`src/hdl/pnmdec_pkg.sv`:
```
// ----------------------------------------------------------------------------
// pnmdec_pkg
// Types, character codes and result codes shared by the anymap decoder.
// ----------------------------------------------------------------------------
package pnmdec_pkg;

    typedef struct packed {
        logic [7:0] byte_value;
        logic       end_of_file;
    } in_t;

    typedef struct packed {
        logic [1:0]  result_kind;
        logic [7:0]  sample;
        logic [1:0]  plane;
        logic        row_end;
        logic        image_end;
        logic        last_in_run;
        logic [15:0] image_width;
        logic [15:0] image_height;
        logic [1:0]  planes;
        logic [15:0] source_maxval;
        logic [2:0]  error_code;
    } out_t;

    localparam logic [1:0] KIND_SAMPLE = 2'd0;
    localparam logic [1:0] KIND_HEADER = 2'd1;
    localparam logic [1:0] KIND_ERROR  = 2'd2;

    localparam logic [2:0] ERR_NONE        = 3'd0;
    localparam logic [2:0] ERR_BAD_MAGIC   = 3'd1;
    localparam logic [2:0] ERR_UNSUPPORTED = 3'd2;
    localparam logic [2:0] ERR_BAD_WIDTH   = 3'd3;
    localparam logic [2:0] ERR_BAD_HEIGHT  = 3'd4;
    localparam logic [2:0] ERR_BAD_MAXVAL  = 3'd5;
    localparam logic [2:0] ERR_EARLY_END   = 3'd6;

    localparam logic [2:0] FMT_PBM_ASCII = 3'd1;
    localparam logic [2:0] FMT_PPM_ASCII = 3'd3;
    localparam logic [2:0] FMT_PBM_RAW   = 3'd4;
    localparam logic [2:0] FMT_PPM_RAW   = 3'd6;

    localparam logic [7:0] CHAR_TAB   = 8'h09;
    localparam logic [7:0] CHAR_LF    = 8'h0a;
    localparam logic [7:0] CHAR_CR    = 8'h0d;
    localparam logic [7:0] CHAR_SPACE = 8'h20;
    localparam logic [7:0] CHAR_HASH  = 8'h23;
    localparam logic [7:0] CHAR_0     = 8'h30;
    localparam logic [7:0] CHAR_1     = 8'h31;
    localparam logic [7:0] CHAR_6     = 8'h36;
    localparam logic [7:0] CHAR_9     = 8'h39;
    localparam logic [7:0] CHAR_P     = 8'h50;

    localparam int         TOKEN_BITS = 25;
    localparam logic [24:0] TOKEN_SAT = 25'h1ff_ffff;

    typedef enum logic [2:0] {
        PH_MAGIC, PH_WIDTH, PH_HEIGHT, PH_MAXVAL, PH_ASCII, PH_RAW, PH_RAWBIT, PH_IDLE
    } phase_t;

    typedef enum logic [2:0] {
        ACT_NONE, ACT_RESULT, ACT_ABORT, ACT_DIRECT, ACT_DIV, ACT_BITS
    } act_t;

    typedef enum logic [1:0] {
        ST_IN, ST_DECODE, ST_DIV
    } ctrl_state_t;

    typedef struct packed {
        logic load;
        logic commit;
        logic push;
        logic bit_step;
        logic div_start;
    } dp_cmd_t;

    typedef struct packed {
        act_t act;
        logic out_free;
        logic div_done;
        logic bits_last;
    } dp_stat_t;

endpackage

```
`src/hdl/pnmdec_div.sv`:
```
// ----------------------------------------------------------------------------
// pnmdec_div
// Sample normalizer: floor(255*v/maxval) for v <= maxval, one quotient bit
// per cycle for an 8-bit quotient.
// ----------------------------------------------------------------------------
module pnmdec_div #(
    parameter int W = 16
) (
    input  logic         clk,
    input  logic         rst_n,
    input  logic         start,
    input  logic [W-1:0] dividend,
    input  logic [W-1:0] divisor,
    output logic [7:0]   quot,
    output logic         done
);

    logic [W+7:0] prod;
    logic [W:0]   trial;
    logic [W:0]   diff;
    logic         ge;

    logic [W-1:0] rem_reg, rem_next;
    logic [7:0]   low_reg, low_next;
    logic [7:0]   quot_reg, quot_next;
    logic [W-1:0] div_reg, div_next;
    logic [2:0]   step_reg, step_next;
    logic         busy_reg, busy_next;
    logic         done_reg, done_next;

    assign prod  = {dividend, 8'h00} - {8'h00, dividend};
    assign trial = {rem_reg, low_reg[7]};
    assign diff  = trial - {1'b0, div_reg};
    assign ge    = trial >= {1'b0, div_reg};

    always_comb
    begin
        rem_next  = rem_reg;
        low_next  = low_reg;
        quot_next = quot_reg;
        div_next  = div_reg;
        step_next = step_reg;
        busy_next = busy_reg;
        done_next = done_reg;
        if (start)
        begin
            rem_next  = prod[W+7:8];
            low_next  = prod[7:0];
            div_next  = divisor;
            step_next = 3'd0;
            busy_next = 1'b1;
            done_next = 1'b0;
        end
        else if (busy_reg)
        begin
            // remainder stays below the divisor, so W bits hold it
            rem_next  = ge ? diff[W-1:0] : trial[W-1:0];
            low_next  = {low_reg[6:0], 1'b0};
            quot_next = {quot_reg[6:0], ge};
            step_next = step_reg + 3'd1;
            if (step_reg == 3'd7)
            begin
                busy_next = 1'b0;
                done_next = 1'b1;
            end
        end
    end

    always_ff @(posedge clk or negedge rst_n)
    begin
        if (!rst_n)
        begin
            step_reg <= 3'd0;
            busy_reg <= 1'b0;
            done_reg <= 1'b0;
        end
        else
        begin
            step_reg <= step_next;
            busy_reg <= busy_next;
            done_reg <= done_next;
        end
    end

    always_ff @(posedge clk)
    begin
        rem_reg  <= rem_next;
        low_reg  <= low_next;
        quot_reg <= quot_next;
        div_reg  <= div_next;
    end

    assign quot = quot_reg;
    assign done = done_reg;

endmodule

```
`src/hdl/pnmdec_dp.sv`:
```
// ----------------------------------------------------------------------------
// pnmdec_dp
// Decoder datapath: parse state, token builder, image counters, normalizer
// and the result register.
// ----------------------------------------------------------------------------
module pnmdec_dp #(
    parameter int DIM_BITS    = 16,
    parameter int MAXVAL_BITS = 16
) (
    input  logic                clk,
    input  logic                rst_n,
    input  pnmdec_pkg::in_t     byte_data,
    input  pnmdec_pkg::dp_cmd_t cmd,
    output pnmdec_pkg::dp_stat_t stat,
    input  logic                result_ready,
    output logic                result_valid,
    output pnmdec_pkg::out_t    result_data
);

    localparam int TB = pnmdec_pkg::TOKEN_BITS;
    localparam int MV = MAXVAL_BITS;

    logic [7:0]              c_reg, c_next;
    logic                    eof_reg, eof_next;
    pnmdec_pkg::phase_t      phase_reg, phase_next;
    logic [2:0]              type_reg, type_next;
    logic                    comment_reg, comment_next;
    logic [TB-1:0]           tok_val_reg, tok_val_next;
    logic [2:0]              tok_len_reg, tok_len_next;
    logic                    tok_lead_reg, tok_lead_next;
    logic [DIM_BITS-1:0]     width_reg, width_next;
    logic [DIM_BITS-1:0]     height_reg, height_next;
    logic [MV-1:0]           maxval_reg, maxval_next;
    logic [DIM_BITS-1:0]     col_reg, col_next;
    logic [DIM_BITS-1:0]     row_reg, row_next;
    logic [1:0]              plane_reg, plane_next;
    logic [2:0]              bit_idx_reg, bit_idx_next;
    logic                    out_valid_reg, out_valid_next;
    pnmdec_pkg::out_t        out_reg, out_next;

    logic                    is_sp, is_hash, is_dig, is_term, tl_zero, hdr_phase;
    logic [TB-1:0]           tc_val;
    logic [2:0]              tc_len;
    logic                    tc_lead;
    logic [TB+3:0]           mul10;
    logic [2:0]              hdr_err;
    logic                    hdr_done, hdr_finish, is_bitmap;
    logic                    over_dim, over_mv, over_255, val_zero;
    logic                    ascii_emit;
    logic [TB-1:0]           ascii_val, v_norm;
    logic                    norm_over, norm_byp;
    logic [7:0]              direct_val;
    logic                    lp, lc, lr, at_end, left_le8, abort, adv;
    logic [1:0]              planes_cnt;
    logic [DIM_BITS-1:0]     left;
    pnmdec_pkg::act_t        act;
    logic [7:0]              div_q;
    logic                    div_done;

    // character classes, token, phase and format flags
    always_comb
    begin
        is_sp   = (c_reg == pnmdec_pkg::CHAR_SPACE) ||
                  (c_reg >= pnmdec_pkg::CHAR_TAB && c_reg <= pnmdec_pkg::CHAR_CR);
        is_hash = c_reg == pnmdec_pkg::CHAR_HASH;
        is_dig  = c_reg >= pnmdec_pkg::CHAR_0 && c_reg <= pnmdec_pkg::CHAR_9;
        is_term = is_sp || is_hash;
        tl_zero = tok_len_reg == 3'd0;
        hdr_phase = phase_reg == pnmdec_pkg::PH_MAGIC || phase_reg == pnmdec_pkg::PH_WIDTH ||
                    phase_reg == pnmdec_pkg::PH_HEIGHT || phase_reg == pnmdec_pkg::PH_MAXVAL;
        is_bitmap = type_reg == pnmdec_pkg::FMT_PBM_ASCII || type_reg == pnmdec_pkg::FMT_PBM_RAW;
        planes_cnt = (type_reg == pnmdec_pkg::FMT_PPM_ASCII ||
                      type_reg == pnmdec_pkg::FMT_PPM_RAW) ? 2'd3 : 2'd1;
    end

    // token builder: value the token holds once this byte joins it
    always_comb
    begin
        mul10   = (TB+4)'({tok_val_reg, 3'b000}) + (TB+4)'({tok_val_reg, 1'b0}) +
                  (TB+4)'(c_reg - pnmdec_pkg::CHAR_0);
        tc_len  = (tok_len_reg == 3'd7) ? 3'd7 : tok_len_reg + 3'd1;
        tc_val  = tok_val_reg;
        tc_lead = tok_lead_reg;
        if (phase_reg == pnmdec_pkg::PH_MAGIC)
        begin
            if (tl_zero)
                tc_val = TB'({c_reg, 8'h00});
            else if (tok_len_reg == 3'd1)
                tc_val = tok_val_reg | TB'(c_reg);
        end
        else if (tl_zero)
        begin
            tc_lead = is_dig;
            tc_val  = is_dig ? TB'(c_reg - pnmdec_pkg::CHAR_0) : '0;
        end
        else if (tok_lead_reg)
        begin
            if (is_dig)
                tc_val = (mul10 > (TB+4)'(pnmdec_pkg::TOKEN_SAT)) ? pnmdec_pkg::TOKEN_SAT
                                                                    : mul10[TB-1:0];
            else
                tc_lead = 1'b0;
        end
    end

    // header token checks
    always_comb
    begin
        val_zero = tok_val_reg == '0;
        over_dim = tok_val_reg[TB-1:DIM_BITS] != '0;
        over_mv  = tok_val_reg[TB-1:MV] != '0;
        over_255 = tok_val_reg[TB-1:8] != '0;
        hdr_finish = hdr_phase && !comment_reg && !tl_zero && is_term;
        hdr_err  = pnmdec_pkg::ERR_NONE;
        hdr_done = 1'b0;
        if (phase_reg == pnmdec_pkg::PH_MAGIC)
        begin
            if (tok_len_reg != 3'd2 || tok_val_reg[TB-1:8] != (TB-8)'(pnmdec_pkg::CHAR_P))
                hdr_err = pnmdec_pkg::ERR_BAD_MAGIC;
            else if (!(tok_val_reg[7:0] >= pnmdec_pkg::CHAR_1 &&
                       tok_val_reg[7:0] <= pnmdec_pkg::CHAR_6))
                hdr_err = pnmdec_pkg::ERR_UNSUPPORTED;
        end
        else if (phase_reg == pnmdec_pkg::PH_WIDTH)
        begin
            if (val_zero || over_dim)
                hdr_err = pnmdec_pkg::ERR_BAD_WIDTH;
        end
        else if (phase_reg == pnmdec_pkg::PH_HEIGHT)
        begin
            if (val_zero || over_dim)
                hdr_err = pnmdec_pkg::ERR_BAD_HEIGHT;
            else
                hdr_done = is_bitmap;
        end
        else if (phase_reg == pnmdec_pkg::PH_MAXVAL)
        begin
            if (val_zero || over_mv || (type_reg >= pnmdec_pkg::FMT_PBM_RAW && over_255))
                hdr_err = pnmdec_pkg::ERR_BAD_MAXVAL;
            else
                hdr_done = 1'b1;
        end
    end

    // body sample selection, image position and the action for this byte
    always_comb
    begin
        if (comment_reg)
            ascii_emit = 1'b0;
        else if (type_reg == pnmdec_pkg::FMT_PBM_ASCII)
            ascii_emit = !is_term;
        else if (!tl_zero)
            ascii_emit = is_term || eof_reg;
        else
            ascii_emit = !is_term && eof_reg;
        ascii_val  = is_term ? tok_val_reg : tc_val;
        v_norm     = (phase_reg == pnmdec_pkg::PH_RAW) ? TB'(c_reg) : ascii_val;
        norm_over  = v_norm > TB'(maxval_reg);
        norm_byp   = norm_over || maxval_reg == MV'(255);
        if (type_reg == pnmdec_pkg::FMT_PBM_ASCII)
            direct_val = (c_reg == pnmdec_pkg::CHAR_0) ? 8'hff : 8'h00;
        else
            direct_val = norm_over ? 8'hff : v_norm[7:0];

        lp       = (planes_cnt == 2'd1) || (plane_reg == 2'd2);
        lc       = ({1'b0, col_reg} + 1'b1) >= {1'b0, width_reg};
        lr       = ({1'b0, row_reg} + 1'b1) >= {1'b0, height_reg};
        at_end   = lp && lc && lr;
        left     = width_reg - col_reg;
        left_le8 = left <= DIM_BITS'(8);

        unique case (phase_reg)
            pnmdec_pkg::PH_MAGIC, pnmdec_pkg::PH_WIDTH,
            pnmdec_pkg::PH_HEIGHT, pnmdec_pkg::PH_MAXVAL:
                abort = !(hdr_finish && hdr_err != pnmdec_pkg::ERR_NONE);
            pnmdec_pkg::PH_ASCII:  abort = !(ascii_emit && at_end);
            pnmdec_pkg::PH_RAW:    abort = !at_end;
            pnmdec_pkg::PH_RAWBIT: abort = !(lr && left_le8);
            pnmdec_pkg::PH_IDLE:   abort = 1'b0;
        endcase

        if (eof_reg && abort)
            act = pnmdec_pkg::ACT_ABORT;
        else
        begin
            unique case (phase_reg)
                pnmdec_pkg::PH_MAGIC, pnmdec_pkg::PH_WIDTH,
                pnmdec_pkg::PH_HEIGHT, pnmdec_pkg::PH_MAXVAL:
                    act = (hdr_finish && (hdr_err != pnmdec_pkg::ERR_NONE || hdr_done))
                          ? pnmdec_pkg::ACT_RESULT : pnmdec_pkg::ACT_NONE;
                pnmdec_pkg::PH_ASCII:
                    if (!ascii_emit)
                        act = pnmdec_pkg::ACT_NONE;
                    else if (type_reg == pnmdec_pkg::FMT_PBM_ASCII || norm_byp)
                        act = pnmdec_pkg::ACT_DIRECT;
                    else
                        act = pnmdec_pkg::ACT_DIV;
                pnmdec_pkg::PH_RAW:
                    act = norm_byp ? pnmdec_pkg::ACT_DIRECT : pnmdec_pkg::ACT_DIV;
                pnmdec_pkg::PH_RAWBIT: act = pnmdec_pkg::ACT_BITS;
                pnmdec_pkg::PH_IDLE:   act = pnmdec_pkg::ACT_NONE;
            endcase
        end
    end

    pnmdec_div #(
        .W (MV)
    ) u_div (
        .clk      (clk),
        .rst_n    (rst_n),
        .start    (cmd.div_start),
        .dividend (v_norm[MV-1:0]),
        .divisor  (maxval_reg),
        .quot     (div_q),
        .done     (div_done)
    );

    assign stat.act       = act;
    assign stat.out_free  = !out_valid_reg || result_ready;
    assign stat.div_done  = div_done;
    assign stat.bits_last = lc || bit_idx_reg == 3'd7;

    assign adv = cmd.bit_step ||
                 (cmd.commit && !eof_reg &&
                  (phase_reg == pnmdec_pkg::PH_RAW ||
                   (phase_reg == pnmdec_pkg::PH_ASCII && ascii_emit)));

    // state update
    always_comb
    begin
        c_next        = c_reg;
        eof_next      = eof_reg;
        phase_next    = phase_reg;
        type_next     = type_reg;
        comment_next  = comment_reg;
        tok_val_next  = tok_val_reg;
        tok_len_next  = tok_len_reg;
        tok_lead_next = tok_lead_reg;
        width_next    = width_reg;
        height_next   = height_reg;
        maxval_next   = maxval_reg;
        col_next      = col_reg;
        row_next      = row_reg;
        plane_next    = plane_reg;
        bit_idx_next  = bit_idx_reg;

        if (cmd.load)
        begin
            c_next       = byte_data.byte_value;
            eof_next     = byte_data.end_of_file;
            bit_idx_next = 3'd0;
        end

        if (cmd.bit_step)
            bit_idx_next = bit_idx_reg + 3'd1;

        // advance raster position by one sample
        if (adv)
        begin
            if (!lp)
                plane_next = plane_reg + 2'd1;
            else
            begin
                plane_next = 2'd0;
                if (!lc)
                    col_next = col_reg + 1'b1;
                else
                begin
                    col_next = '0;
                    row_next = row_reg + 1'b1;
                    if (lr)
                        phase_next = pnmdec_pkg::PH_IDLE;
                end
            end
        end

        if (cmd.commit && !eof_reg)
        begin
            if (hdr_phase)
            begin
                if (comment_reg)
                begin
                    if (c_reg == pnmdec_pkg::CHAR_LF)
                        comment_next = 1'b0;
                end
                else if (tl_zero)
                begin
                    if (is_hash)
                        comment_next = 1'b1;
                    else if (!is_sp)
                    begin
                        tok_val_next  = tc_val;
                        tok_len_next  = tc_len;
                        tok_lead_next = tc_lead;
                    end
                end
                else if (is_term)
                begin
                    tok_val_next  = '0;
                    tok_len_next  = 3'd0;
                    tok_lead_next = 1'b0;
                    if (hdr_err != pnmdec_pkg::ERR_NONE)
                        phase_next = pnmdec_pkg::PH_IDLE;
                    else
                    begin
                        if (phase_reg == pnmdec_pkg::PH_MAGIC)
                        begin
                            type_next  = 3'(tok_val_reg[7:0] - pnmdec_pkg::CHAR_0);
                            phase_next = pnmdec_pkg::PH_WIDTH;
                        end
                        else if (phase_reg == pnmdec_pkg::PH_WIDTH)
                        begin
                            width_next = tok_val_reg[DIM_BITS-1:0];
                            phase_next = pnmdec_pkg::PH_HEIGHT;
                        end
                        else if (phase_reg == pnmdec_pkg::PH_HEIGHT)
                        begin
                            height_next = tok_val_reg[DIM_BITS-1:0];
                            if (is_bitmap)
                                maxval_next = MV'(1);
                            else
                                phase_next = pnmdec_pkg::PH_MAXVAL;
                        end
                        else
                            maxval_next = tok_val_reg[MV-1:0];

                        if (hdr_done)
                        begin
                            col_next   = '0;
                            row_next   = '0;
                            plane_next = 2'd0;
                            if (type_reg <= pnmdec_pkg::FMT_PPM_ASCII)
                            begin
                                phase_next   = pnmdec_pkg::PH_ASCII;
                                comment_next = is_hash;
                            end
                            else if (type_reg == pnmdec_pkg::FMT_PBM_RAW)
                                phase_next = pnmdec_pkg::PH_RAWBIT;
                            else
                                phase_next = pnmdec_pkg::PH_RAW;
                        end
                        else if (is_hash)
                            comment_next = 1'b1;
                    end
                end
                else
                begin
                    tok_val_next  = tc_val;
                    tok_len_next  = tc_len;
                    tok_lead_next = tc_lead;
                end
            end
            else if (phase_reg == pnmdec_pkg::PH_ASCII)
            begin
                if (comment_reg)
                begin
                    if (c_reg == pnmdec_pkg::CHAR_LF)
                        comment_next = 1'b0;
                end
                else if (type_reg == pnmdec_pkg::FMT_PBM_ASCII || tl_zero || is_term)
                begin
                    if (is_hash)
                        comment_next = 1'b1;
                    if (!tl_zero)
                    begin
                        tok_val_next  = '0;
                        tok_len_next  = 3'd0;
                        tok_lead_next = 1'b0;
                    end
                    else if (!is_term && type_reg != pnmdec_pkg::FMT_PBM_ASCII)
                    begin
                        tok_val_next  = tc_val;
                        tok_len_next  = tc_len;
                        tok_lead_next = tc_lead;
                    end
                end
                else
                begin
                    tok_val_next  = tc_val;
                    tok_len_next  = tc_len;
                    tok_lead_next = tc_lead;
                end
            end
        end

        // final byte of a file: back to the start of a new file
        if (cmd.commit && eof_reg)
        begin
            phase_next    = pnmdec_pkg::PH_MAGIC;
            type_next     = 3'd0;
            comment_next  = 1'b0;
            tok_val_next  = '0;
            tok_len_next  = 3'd0;
            tok_lead_next = 1'b0;
            width_next    = '0;
            height_next   = '0;
            maxval_next   = '0;
            col_next      = '0;
            row_next      = '0;
            plane_next    = 2'd0;
        end
    end

    // result register
    always_comb
    begin
        out_valid_next = out_valid_reg && !result_ready;
        out_next       = out_reg;
        if (cmd.push)
        begin
            out_valid_next       = 1'b1;
            out_next             = '0;
            out_next.last_in_run = 1'b1;
            unique case (act)
                pnmdec_pkg::ACT_RESULT:
                    if (hdr_err != pnmdec_pkg::ERR_NONE)
                    begin
                        out_next.result_kind = pnmdec_pkg::KIND_ERROR;
                        out_next.error_code  = hdr_err;
                    end
                    else
                    begin
                        out_next.result_kind  = pnmdec_pkg::KIND_HEADER;
                        out_next.image_width  = 16'(width_reg);
                        out_next.planes       = planes_cnt;
                        if (phase_reg == pnmdec_pkg::PH_HEIGHT)
                        begin
                            out_next.image_height  = 16'(tok_val_reg[DIM_BITS-1:0]);
                            out_next.source_maxval = 16'd1;
                        end
                        else
                        begin
                            out_next.image_height  = 16'(height_reg);
                            out_next.source_maxval = 16'(tok_val_reg[MV-1:0]);
                        end
                    end
                pnmdec_pkg::ACT_ABORT:
                begin
                    out_next.result_kind = pnmdec_pkg::KIND_ERROR;
                    out_next.error_code  = pnmdec_pkg::ERR_EARLY_END;
                end
                pnmdec_pkg::ACT_DIRECT, pnmdec_pkg::ACT_DIV, pnmdec_pkg::ACT_BITS,
                pnmdec_pkg::ACT_NONE:
                begin
                    out_next.result_kind = pnmdec_pkg::KIND_SAMPLE;
                    out_next.plane       = plane_reg;
                    out_next.row_end     = lp && lc;
                    out_next.image_end   = at_end;
                    if (act == pnmdec_pkg::ACT_DIV)
                        out_next.sample = div_q;
                    else if (act == pnmdec_pkg::ACT_BITS)
                    begin
                        // set bit is black
                        out_next.sample      = c_reg[~bit_idx_reg] ? 8'h00 : 8'hff;
                        out_next.last_in_run = stat.bits_last;
                    end
                    else
                        out_next.sample = direct_val;
                end
            endcase
        end
    end

    always_ff @(posedge clk or negedge rst_n)
    begin
        if (!rst_n)
        begin
            phase_reg     <= pnmdec_pkg::PH_MAGIC;
            type_reg      <= 3'd0;
            comment_reg   <= 1'b0;
            tok_val_reg   <= '0;
            tok_len_reg   <= 3'd0;
            tok_lead_reg  <= 1'b0;
            width_reg     <= '0;
            height_reg    <= '0;
            maxval_reg    <= '0;
            col_reg       <= '0;
            row_reg       <= '0;
            plane_reg     <= 2'd0;
            bit_idx_reg   <= 3'd0;
            out_valid_reg <= 1'b0;
        end
        else
        begin
            phase_reg     <= phase_next;
            type_reg      <= type_next;
            comment_reg   <= comment_next;
            tok_val_reg   <= tok_val_next;
            tok_len_reg   <= tok_len_next;
            tok_lead_reg  <= tok_lead_next;
            width_reg     <= width_next;
            height_reg    <= height_next;
            maxval_reg    <= maxval_next;
            col_reg       <= col_next;
            row_reg       <= row_next;
            plane_reg     <= plane_next;
            bit_idx_reg   <= bit_idx_next;
            out_valid_reg <= out_valid_next;
        end
    end

    always_ff @(posedge clk)
    begin
        c_reg   <= c_next;
        eof_reg <= eof_next;
        out_reg <= out_next;
    end

    assign result_valid = out_valid_reg;
    assign result_data  = out_reg;

endmodule

```
`src/hdl/pnmdec_ctrl.sv`:
```
// ----------------------------------------------------------------------------
// pnmdec_ctrl
// Sequencer: takes one byte, then issues the datapath commands that
// deliver its results and update the parse state.
// ----------------------------------------------------------------------------
module pnmdec_ctrl (
    input  logic                 clk,
    input  logic                 rst_n,
    input  logic                 byte_valid,
    output logic                 byte_ready,
    input  pnmdec_pkg::dp_stat_t stat,
    output pnmdec_pkg::dp_cmd_t  cmd
);

    pnmdec_pkg::ctrl_state_t state_reg, state_next;

    always_ff @(posedge clk or negedge rst_n)
    begin
        if (!rst_n)
            state_reg <= pnmdec_pkg::ST_IN;
        else
            state_reg <= state_next;
    end

    always_comb
    begin
        state_next = state_reg;
        unique case (state_reg)
            pnmdec_pkg::ST_IN:
                if (byte_valid)
                    state_next = pnmdec_pkg::ST_DECODE;
            pnmdec_pkg::ST_DECODE:
                unique case (stat.act)
                    pnmdec_pkg::ACT_NONE:
                        state_next = pnmdec_pkg::ST_IN;
                    pnmdec_pkg::ACT_RESULT, pnmdec_pkg::ACT_ABORT, pnmdec_pkg::ACT_DIRECT:
                        if (stat.out_free)
                            state_next = pnmdec_pkg::ST_IN;
                    pnmdec_pkg::ACT_DIV:
                        state_next = pnmdec_pkg::ST_DIV;
                    pnmdec_pkg::ACT_BITS:
                        if (stat.out_free && stat.bits_last)
                            state_next = pnmdec_pkg::ST_IN;
                endcase
            pnmdec_pkg::ST_DIV:
                if (stat.div_done && stat.out_free)
                    state_next = pnmdec_pkg::ST_IN;
            default:
                state_next = pnmdec_pkg::ST_IN;
        endcase
    end

    always_comb
    begin
        cmd        = '0;
        byte_ready = 1'b0;
        unique case (state_reg)
            pnmdec_pkg::ST_IN:
            begin
                byte_ready = 1'b1;
                cmd.load   = byte_valid;
            end
            pnmdec_pkg::ST_DECODE:
                unique case (stat.act)
                    pnmdec_pkg::ACT_NONE:
                        cmd.commit = 1'b1;
                    pnmdec_pkg::ACT_RESULT, pnmdec_pkg::ACT_ABORT, pnmdec_pkg::ACT_DIRECT:
                    begin
                        cmd.push   = stat.out_free;
                        cmd.commit = stat.out_free;
                    end
                    pnmdec_pkg::ACT_DIV:
                        cmd.div_start = 1'b1;
                    pnmdec_pkg::ACT_BITS:
                    begin
                        // one unpacked bit per transfer slot
                        cmd.push     = stat.out_free;
                        cmd.bit_step = stat.out_free;
                        cmd.commit   = stat.out_free && stat.bits_last;
                    end
                endcase
            pnmdec_pkg::ST_DIV:
            begin
                cmd.push   = stat.div_done && stat.out_free;
                cmd.commit = stat.div_done && stat.out_free;
            end
            default:
                cmd = '0;
        endcase
    end

endmodule

```
`src/hdl/pnm_image_stream_decoder.sv`:
```
// ----------------------------------------------------------------------------
// pnm_image_stream_decoder
// Byte-stream decoder for portable anymap images, P1 through P6.
// ----------------------------------------------------------------------------
// One file byte is taken per transfer on the byte channel; each byte yields
// zero or more results (header, error or 8-bit sample) on the result channel,
// the last one flagged with last_in_run. A byte that only updates the header
// parser or gives a sample that needs no scaling goes straight out; a sample
// scaled by 255/maxval first passes through the eight-step normalizer, and a
// raw bitmap byte gives up to eight unpacked pixels, one per result transfer.
// A result register sits on the output, so a pending result does not
// hold back the next byte unless that byte also has a result to give.
module pnm_image_stream_decoder #(
    parameter int DIM_BITS    = 16,
    parameter int MAXVAL_BITS = 16
) (
    input  logic             clk,
    input  logic             rst_n,
    input  logic             byte_valid,
    output logic             byte_ready,
    input  pnmdec_pkg::in_t  byte_data,
    output logic             result_valid,
    input  logic             result_ready,
    output pnmdec_pkg::out_t result_data
);

    pnmdec_pkg::dp_cmd_t  cmd;
    pnmdec_pkg::dp_stat_t stat;

    pnmdec_ctrl u_ctrl (
        .clk        (clk),
        .rst_n      (rst_n),
        .byte_valid (byte_valid),
        .byte_ready (byte_ready),
        .stat       (stat),
        .cmd        (cmd)
    );

    pnmdec_dp #(
        .DIM_BITS    (DIM_BITS),
        .MAXVAL_BITS (MAXVAL_BITS)
    ) u_dp (
        .clk          (clk),
        .rst_n        (rst_n),
        .byte_data    (byte_data),
        .cmd          (cmd),
        .stat         (stat),
        .result_ready (result_ready),
        .result_valid (result_valid),
        .result_data  (result_data)
    );

endmodule

```
`config.mk`:
```
export PLATFORM = sky130hd
export DESIGN_NAME = pnm_image_stream_decoder
export DESIGN_NICKNAME = d
export VERILOG_FILES = /design/src/hdl/pnmdec_pkg.sv /design/src/hdl/pnmdec_div.sv /design/src/hdl/pnmdec_dp.sv /design/src/hdl/pnmdec_ctrl.sv /design/src/hdl/pnm_image_stream_decoder.sv
export SDC_FILE = /design/constraint.sdc
export NUM_CORES = 1
export LEC_CHECK = 0
export ABC_CLOCK_PERIOD_IN_PS = 19200
export BUFFER_PORTS_ARGS = -buffer_cell sky130_fd_sc_hd__buf_2
export CAP_MARGIN = 20
export CORE_ASPECT_RATIO = 1.4
export CORE_MARGIN = 2
export CORE_UTILIZATION = 65
export DETAILED_ROUTE_END_ITERATION = 16
export GPL_TIMING_DRIVEN = 0
export PLACE_DENSITY_LB_ADDON = 0.08
export SKIP_CTS_REPAIR_TIMING = 1
export SYNTH_ARGS = -nofsm -noshare
export SYNTH_HDL_FRONTEND = slang
export SYNTH_SLANG_ARGS = --single-unit
```
`constraint.sdc`:
```
create_clock -name clk -period 19.2 [get_ports clk]
set_input_delay 1.92 -clock clk [delete_from_list [all_inputs] [get_ports clk]]
set_output_delay 1.92 -clock clk [all_outputs]
set_load 0.03 [all_outputs]
```
* Word level (Yosys, flattened, before mapping) *
Index checks and enable logic that the tools add are counted.

word-level totals
  bits in registers = 254

cells by class
  $add $sub $neg = 16
  magnitude comparators = 15
  eq/ne operators = 45
  muxes and demuxes = 225
  bitwise gates (word level) = 6
  reductions and logical operators = 87

operators with widths
  kind                                                             number
  2-to-1 mux 16 bit                                                55
  2-to-1 mux 25 bit                                                23
  2-to-1 mux 3 bit                                                 55
  2-to-1 mux 8 bit                                                 8
  2-to-1 mux 1 bit                                                 55
  >= comparator 17 x 16 -> 1 bit                                   3
  2-to-1 mux 2 bit                                                 20
  adder 16 x 1 -> 17 bit, second input constant                    2
  equality test 3 bit, second input constant                       11
  adder 16 x 1 -> 16 bit, second input constant                    2
  subtractor 16 bit                                                2
  adder 28 x 26 -> 29 bit                                          1
  adder 29 bit                                                     1
  greater-than comparator 29 x 25 -> 1 bit, second input constant  1
  greater-than comparator 25 x 16 -> 1 bit                         1
  logical NOT 25 bit                                               1
  OR 25 x 8 -> 25 bit                                              1
  equality test 8 x 6 -> 1 bit, second input constant              3
  subtractor 24 x 16 -> 24 bit                                     1
  logical AND 1 bit                                                23
  logical OR 1 bit                                                 21
  subtractor 8 x 6 -> 9 bit, second input constant                 2
  inequality test 17 x 7 -> 1 bit, second input constant           1
  nonzero test 17 bit                                              1
  48 further kinds                                                 100

* Logic depth before layout (Yosys ltp) *
  depth in word-level cells = 37
  depth in mapped cells = 37

* Modules after synthesis *
From an unflattened synthesis, not the netlist that was laid out.

unflattened totals
  cells, all modules = 2,028
  area, all modules = 18,305.1 um2

by module, submodules not included
  module       instances  cells an instance  area an instance (um2)
  pnmdec_dp    1          1,633              14,373.8
  pnmdec_div   1          364                3,674.8
  pnmdec_ctrl  1          31                 256.5

* Worst setup path before layout *
Ideal clock, no wire load.

  kind = reg-to-reg
  from = reg u_dp.c_reg[4]
  to = reg u_dp.u_div.low_reg[0], enable pin
  library setup time = 0.381 ns
  data arrival time = 9.409 ns
  setup slack = 9.410 ns
  cell stages (with the launch flop) = 33
  buffers on the path = 4
  cell sequence = edfxtp_1 > ha_1 > nor3_1 > fa_1 > ha_1 > buf_6 > a21oi_4 > o21ai_2 > a311oi_1 > nor2_1 > a2111o_1 > a311oi_4 > nand3_2 > buf_6 > o211ai_1 > nand2_1 > a21oi_1 > inv_1 > ha_1 > nor2b_1 > o21a_1 > o21a_1 > o211ai_1 > a21boi_0 > o31ai_1 > a21boi_0 > o41a_1 > or4_1 > o21ai_0 > nand3_1 > buf_2 > buf_2 > nand2_1

between the ends
  cells in the longest elaborated chain, start to end = 21
  elaborated cells between the ends (all ways) = 52
  classes of those cells = add/sub: 3; order compare: 6; eq/ne: 3; mux: 22; bitwise: 1; reduce/logical: 17

ends and longest elaborated chain
  what                                      RTL line                          text
  from (decl)                               pnmdec_dp.sv:23                   logic [7:0] c_reg, c_next;
  from (signal assigned)                    pnmdec_dp.sv:504                  c_reg <= c_next;
  subtractor 8 x 6 -> 9 bit                 pnmdec_dp.sv:80, pnmdec_dp.sv:94
  adder 29 bit                              pnmdec_dp.sv:79                   mul10 = (TB+4)'({tok_val_reg, 3'b000}) + (TB+4)'({tok_val_reg, 1'b0}) +
  greater-than comparator 29 x 25 -> 1 bit  pnmdec_dp.sv:99                   tc_val = (mul10 > (TB+4)'(pnmdec_pkg::TOKEN_SAT)) ? pnmdec_pkg::TOKEN_SAT
  2-to-1 mux 25 bit                         pnmdec_dp.sv:99
  2-to-1 mux 25 bit                         pnmdec_dp.sv:98                   if (is_dig)
  2-to-1 mux 25 bit                         pnmdec_dp.sv:96                   else if (tok_lead_reg)
  2-to-1 mux 25 bit                         pnmdec_dp.sv:91                   else if (tl_zero)
  2-to-1 mux 25 bit                         pnmdec_dp.sv:84                   if (phase_reg == pnmdec_pkg::PH_MAGIC)
  [... 5 more ...]                          -
  2-to-1 mux 3 bit                          pnmdec_dp.sv:194                  else if (type_reg == pnmdec_pkg::FMT_PBM_ASCII || norm_byp)
  2-to-1 mux 3 bit                          pnmdec_dp.sv:192                  if (!ascii_emit)
  case mux 3 bit (5 select lines)           pnmdec_dp.sv:186                  unique case (phase_reg)
  2-to-1 mux 3 bit *                        pnmdec_dp.sv:182                  if (eof_reg && abort)
  equality test 3 bit *                     pnmdec_ctrl.sv:64                 unique case (stat.act)
  2-to-1 mux 1 bit *                        pnmdec_ctrl.sv:64
  2-to-1 mux 2 bit *                        pnmdec_ctrl.sv:57                 unique case (state_reg)
  nonzero test 2 bit (no source line) *     -
  to (signal assigned)                      pnmdec_div.sv:88                  low_reg <= low_next;
  to (decl)                                 pnmdec_div.sv:24                  logic [7:0] low_reg, low_next;

Mark *: on every way between the ends. The rest lies on a longest branch, timed or not.
A chain may end at the register's enable or synchronous reset.

* Worst setup path in the final report *
  from = reg u_dp.tok_val_reg[6]
  to = reg u_dp.u_div.low_reg[5], enable pin

between the ends
  cells in the longest elaborated chain, start to end = 21
  elaborated cells between the ends (all ways) = 54
  classes of those cells = add/sub: 2; order compare: 4; eq/ne: 1; mux: 33; bitwise: 1; reduce/logical: 13

ends and longest elaborated chain
  what                                      RTL line           text
  from (decl)                               pnmdec_dp.sv:28    logic [TB-1:0] tok_val_reg, tok_val_next;
  from (signal assigned)                    pnmdec_dp.sv:488   tok_val_reg <= tok_val_next;
  adder 28 x 26 -> 29 bit                   pnmdec_dp.sv:79
  adder 29 bit                              pnmdec_dp.sv:79
  greater-than comparator 29 x 25 -> 1 bit  pnmdec_dp.sv:99
  2-to-1 mux 25 bit                         pnmdec_dp.sv:99
  2-to-1 mux 25 bit                         pnmdec_dp.sv:98
  2-to-1 mux 25 bit                         pnmdec_dp.sv:96
  2-to-1 mux 25 bit                         pnmdec_dp.sv:91
  2-to-1 mux 25 bit                         pnmdec_dp.sv:84
  [... 5 more ...]                          -
  2-to-1 mux 3 bit                          pnmdec_dp.sv:194
  2-to-1 mux 3 bit                          pnmdec_dp.sv:192
  case mux 3 bit (5 select lines)           pnmdec_dp.sv:186
  2-to-1 mux 3 bit *                        pnmdec_dp.sv:182
  equality test 3 bit *                     pnmdec_ctrl.sv:64
  2-to-1 mux 1 bit *                        pnmdec_ctrl.sv:64
  2-to-1 mux 2 bit *                        pnmdec_ctrl.sv:57
  nonzero test 2 bit (no source line) *     -

Marks and branches as above.

==> metrics.yaml <==
status:
  outcome: "completed"
global_route:
  grt_pass1_wl_microns: 100000
  antenna_found_initial: 1
  grt_pass1_vias: 17800
  grt.total_usage: 0.419
  grt_max_degree: 82
  overflow: 0
synthesis:
  syn_area_sq_um: 19300
  yosys.area.top_type: "edfxtp_1"
  ys_ff_latch: 254
  synthArstFlopShare: 0.508
  ys.flop_type: "dfrtp_1"
  synth-seq-area-share: 0.362
  synth_area_leaders: "edfxtp_1 19%, dfrtp_1 17%, ha_1 8.8%, nand2_1 4.6%, a21oi_1 3.8%"
  synth_edf_count: 125
  synth_top_area_share: 0.195
  syn_nets: 2297
  avgSynthCellArea_sq_um: 9.08
  synth_cell_types: 98
  synthCells: 2124
  ys_warn_count: 0
clocking:
  clock_path_buffers: 3
  clk_pin_slew_ns: 0.07
  tritoncts: "done"
  cts-root-buf: "clkbuf_16"
  clkSinkCount: 254
  h-tree-depth: 1
  numCtsBuffers: 27
  clk_latency_ns: 0.58
worst_setup_path:
  endpoint: "u_dp.u_div.low_reg[5]$_DFFE_PP_"
  slowest_stage: "nand2_1"
  path_max_fanout: 24
  endpoint_kind: "register"
  critical_path_class: "reg -> reg"
  cp-start-kind: "register"
  cp.required_ns: 19.38
  cp.arrival_ns: 11.32
  ff2ff_path_depth: 32
  critPathMaxStageDelay_ns: 0.81
  r2r_start: "u_dp.tok_val_reg[6]$_DFFE_PN0P_"
  reg2reg_to: "u_dp.u_div.low_reg[5]$_DFFE_PP_"
  setup.worst_path.start: "u_dp.tok_val_reg[6]$_DFFE_PN0P_"
  crit_top_cell: "o211ai_1"
  ff2ff_setup_slack_ns: 8.06
timing:
  slew_violations: 0
  rsz0062_at_grt: "false"
  timing.final.ws_setup_ns: 8.06
  setup_tns_ns: 0
  worstMarginPinSlew_ns: 1.14
  finalHoldViolations: 0
  min_period_ns: 11.14
  setup_viol: 0
  period_share: 0.580
  timing.fmax_mhz: 89.8
  relSlewSlack: 0.229
  fin_skew_ns: 0.0186
  holdWs_ns: 0.469
place:
  dp_hpwl_microns: 49600
  io_buffers: 82
  place_ws_ns: 8.44
  gp_congestion: 1.03
final_layout:
  area_growth_pct: 9.73
  fillers: 2195
  ff_latch_area_sq_um: 6980
  drive_above_1_share: 0.105
  largest_register_ffs: 68
  multi_input_area_sq_um: 11200
  final_net_count: 2415
  utilization: 0.726
min_path:
  hold_class: "reg -> reg"
floorplanning:
  ios: 83
  row_count: 74
  dieArea_sq_um: 31100
  die_h_microns: 208
  die_w_microns: 150
  start_util: 0.661
  core_sq_um: 29200
routing:
  wl_microns: 65700
  firstDrtPassIters: 5
  dr_total_vias: 18300
  antenna_left: 0
  routedWlPerCell_microns: 24.9
  drt_iter0_drc: 1680
  viasPerCell: 6.92
  drc: 0
power_and_ir_drop:
  power_mw: 1.12
  power_density_nw_per_um2: 52.7
  p_leak_nw: 9.14
  worst_ir_drop_vdd_mv: 0.0816
job:
  cap_violations: 0
-- stage by stage --
| stage | cell area (sq um) | cells |
|---|---|---|
| 6_report | 21200 | 2644 |
| 4_1_cts | 21200 | 2641 |
| 3_5_place_dp | 20300 | 2591 |
| 3_3_place_gp | 20200 | 2586 |
| 2_1_floorplan | 19300 | 2124 |
| 5_1_grt | 21200 | 2643 |
-- worst max-delay path: cells and delay by family, from the launching register on --
family | cells | cell delay, ns
buf+inv | 7 | 2.03
xor+xnor | 1 | 0.52
fa+ha+maj | 3 | 1.39
simple gates | 6 | 2.09
flops | 1 | 0.40
compound gates | 15 | 4.27
-- synth_stat cells, drive strengths merged (16+ instances only) --
cell type / n
nand2: 236
inv: 155
a21oi: 149
nor2: 138
ha: 135
o21ai: 131
dfrtp: 129
edfxtp: 125
clkbuf: 78
xnor2: 57
nand3: 53
mux2i: 51
buf: 41
a21o: 39
nor3: 39
a32o: 34
nand2b: 33
o211ai: 33
nand4: 32
a211oi: 30
fa: 25
o31ai: 24
o22ai: 21
xor2: 21
and3: 20
nor4: 20
o21a: 20
and2: 19
nor2b: 18
a31oi: 17
or3: 16
-- kinds of logic after synthesis --
kind of cell	count (synthesis)	synth area share
flops	254	0.362
fa+ha+maj	160	0.114
compound gates	643	0.236
buf+inv	274	0.0583
xor+xnor	78	0.0354
mux	58	0.0317
simple gates	657	0.163
-- report_power, final --
group,leakage [nW],internal [mW],switching (mW)
Combinational,5.73,0.00160,0.00632
Clock,0.432,0.306,0.235
Sequential,2.98,0.567,0
Total,9.14,0.875,0.241
-- final cells by class --
cell class / instances / area share
diodes: 1 / 0.000118
repair buffers: 89 / 0.0238
clock inverters: 13 / 0.00591
multi-input cells: 1596 / 0.529
clock buffers: 37 / 0.0361
well taps: 380 / 0.0225
plain buffers: 119 / 0.0257
inverters: 155 / 0.0275
flip-flops and latches: 254 / 0.330
-- how the worst min path moves through the flow --
stage,start,to,slack (ns),cells past startpoint
2_1_floorplan,u_dp.u_div.quot[0]$_DFFE_PP_,u_dp.u_div.quot[1]$_DFFE_PP_,0.43,0
3_3_place_gp,u_dp.u_div.quot[4]$_DFFE_PP_,u_dp.u_div.quot[5]$_DFFE_PP_,0.45,0
3_5_place_dp,u_dp.u_div.quot[2]$_DFFE_PP_,u_dp.u_div.quot[3]$_DFFE_PP_,0.45,0
4_1_cts,u_dp.u_div.quot[2]$_DFFE_PP_,u_dp.u_div.quot[3]$_DFFE_PP_,0.47,0
5_1_grt,u_dp.u_div.quot[2]$_DFFE_PP_,u_dp.u_div.quot[3]$_DFFE_PP_,0.49,0
6_report,u_dp.u_div.quot[2]$_DFFE_PP_,u_dp.u_div.quot[3]$_DFFE_PP_,0.47,0
-- metal layers --
layer,wire [microns],up-vias,global-route usage
met5,0,-,0.00645
met4,5170,0,0.277
met3,6150,315,0.0626
met2,31200,1200,0.691
met1,23200,8716,0.505
li1,-,8058,-
-- cells in the final DEF (no fill, tap or decap), types with 20 or more instances in the layout --
cell and instances:
nor2_1 137, and3_1 20, o22ai_1 21, a211oi_1 29
nand2_1 236, nand3_1 52, o211ai_1 29, clkbuf_1 84
ha_1 135, a32o_1 34, a21oi_1 146, dfrtp_1 129
xnor2_1 57, edfxtp_1 125, inv_1 153, xor2_1 21
buf_2 108, nor3_1 37, nand4_1 32, fa_1 25
clkbuf_16 28, nand2b_1 33, mux2i_1 51, a21o_1 39
o21ai_0 116
Power figures use the tool's default switching activity.
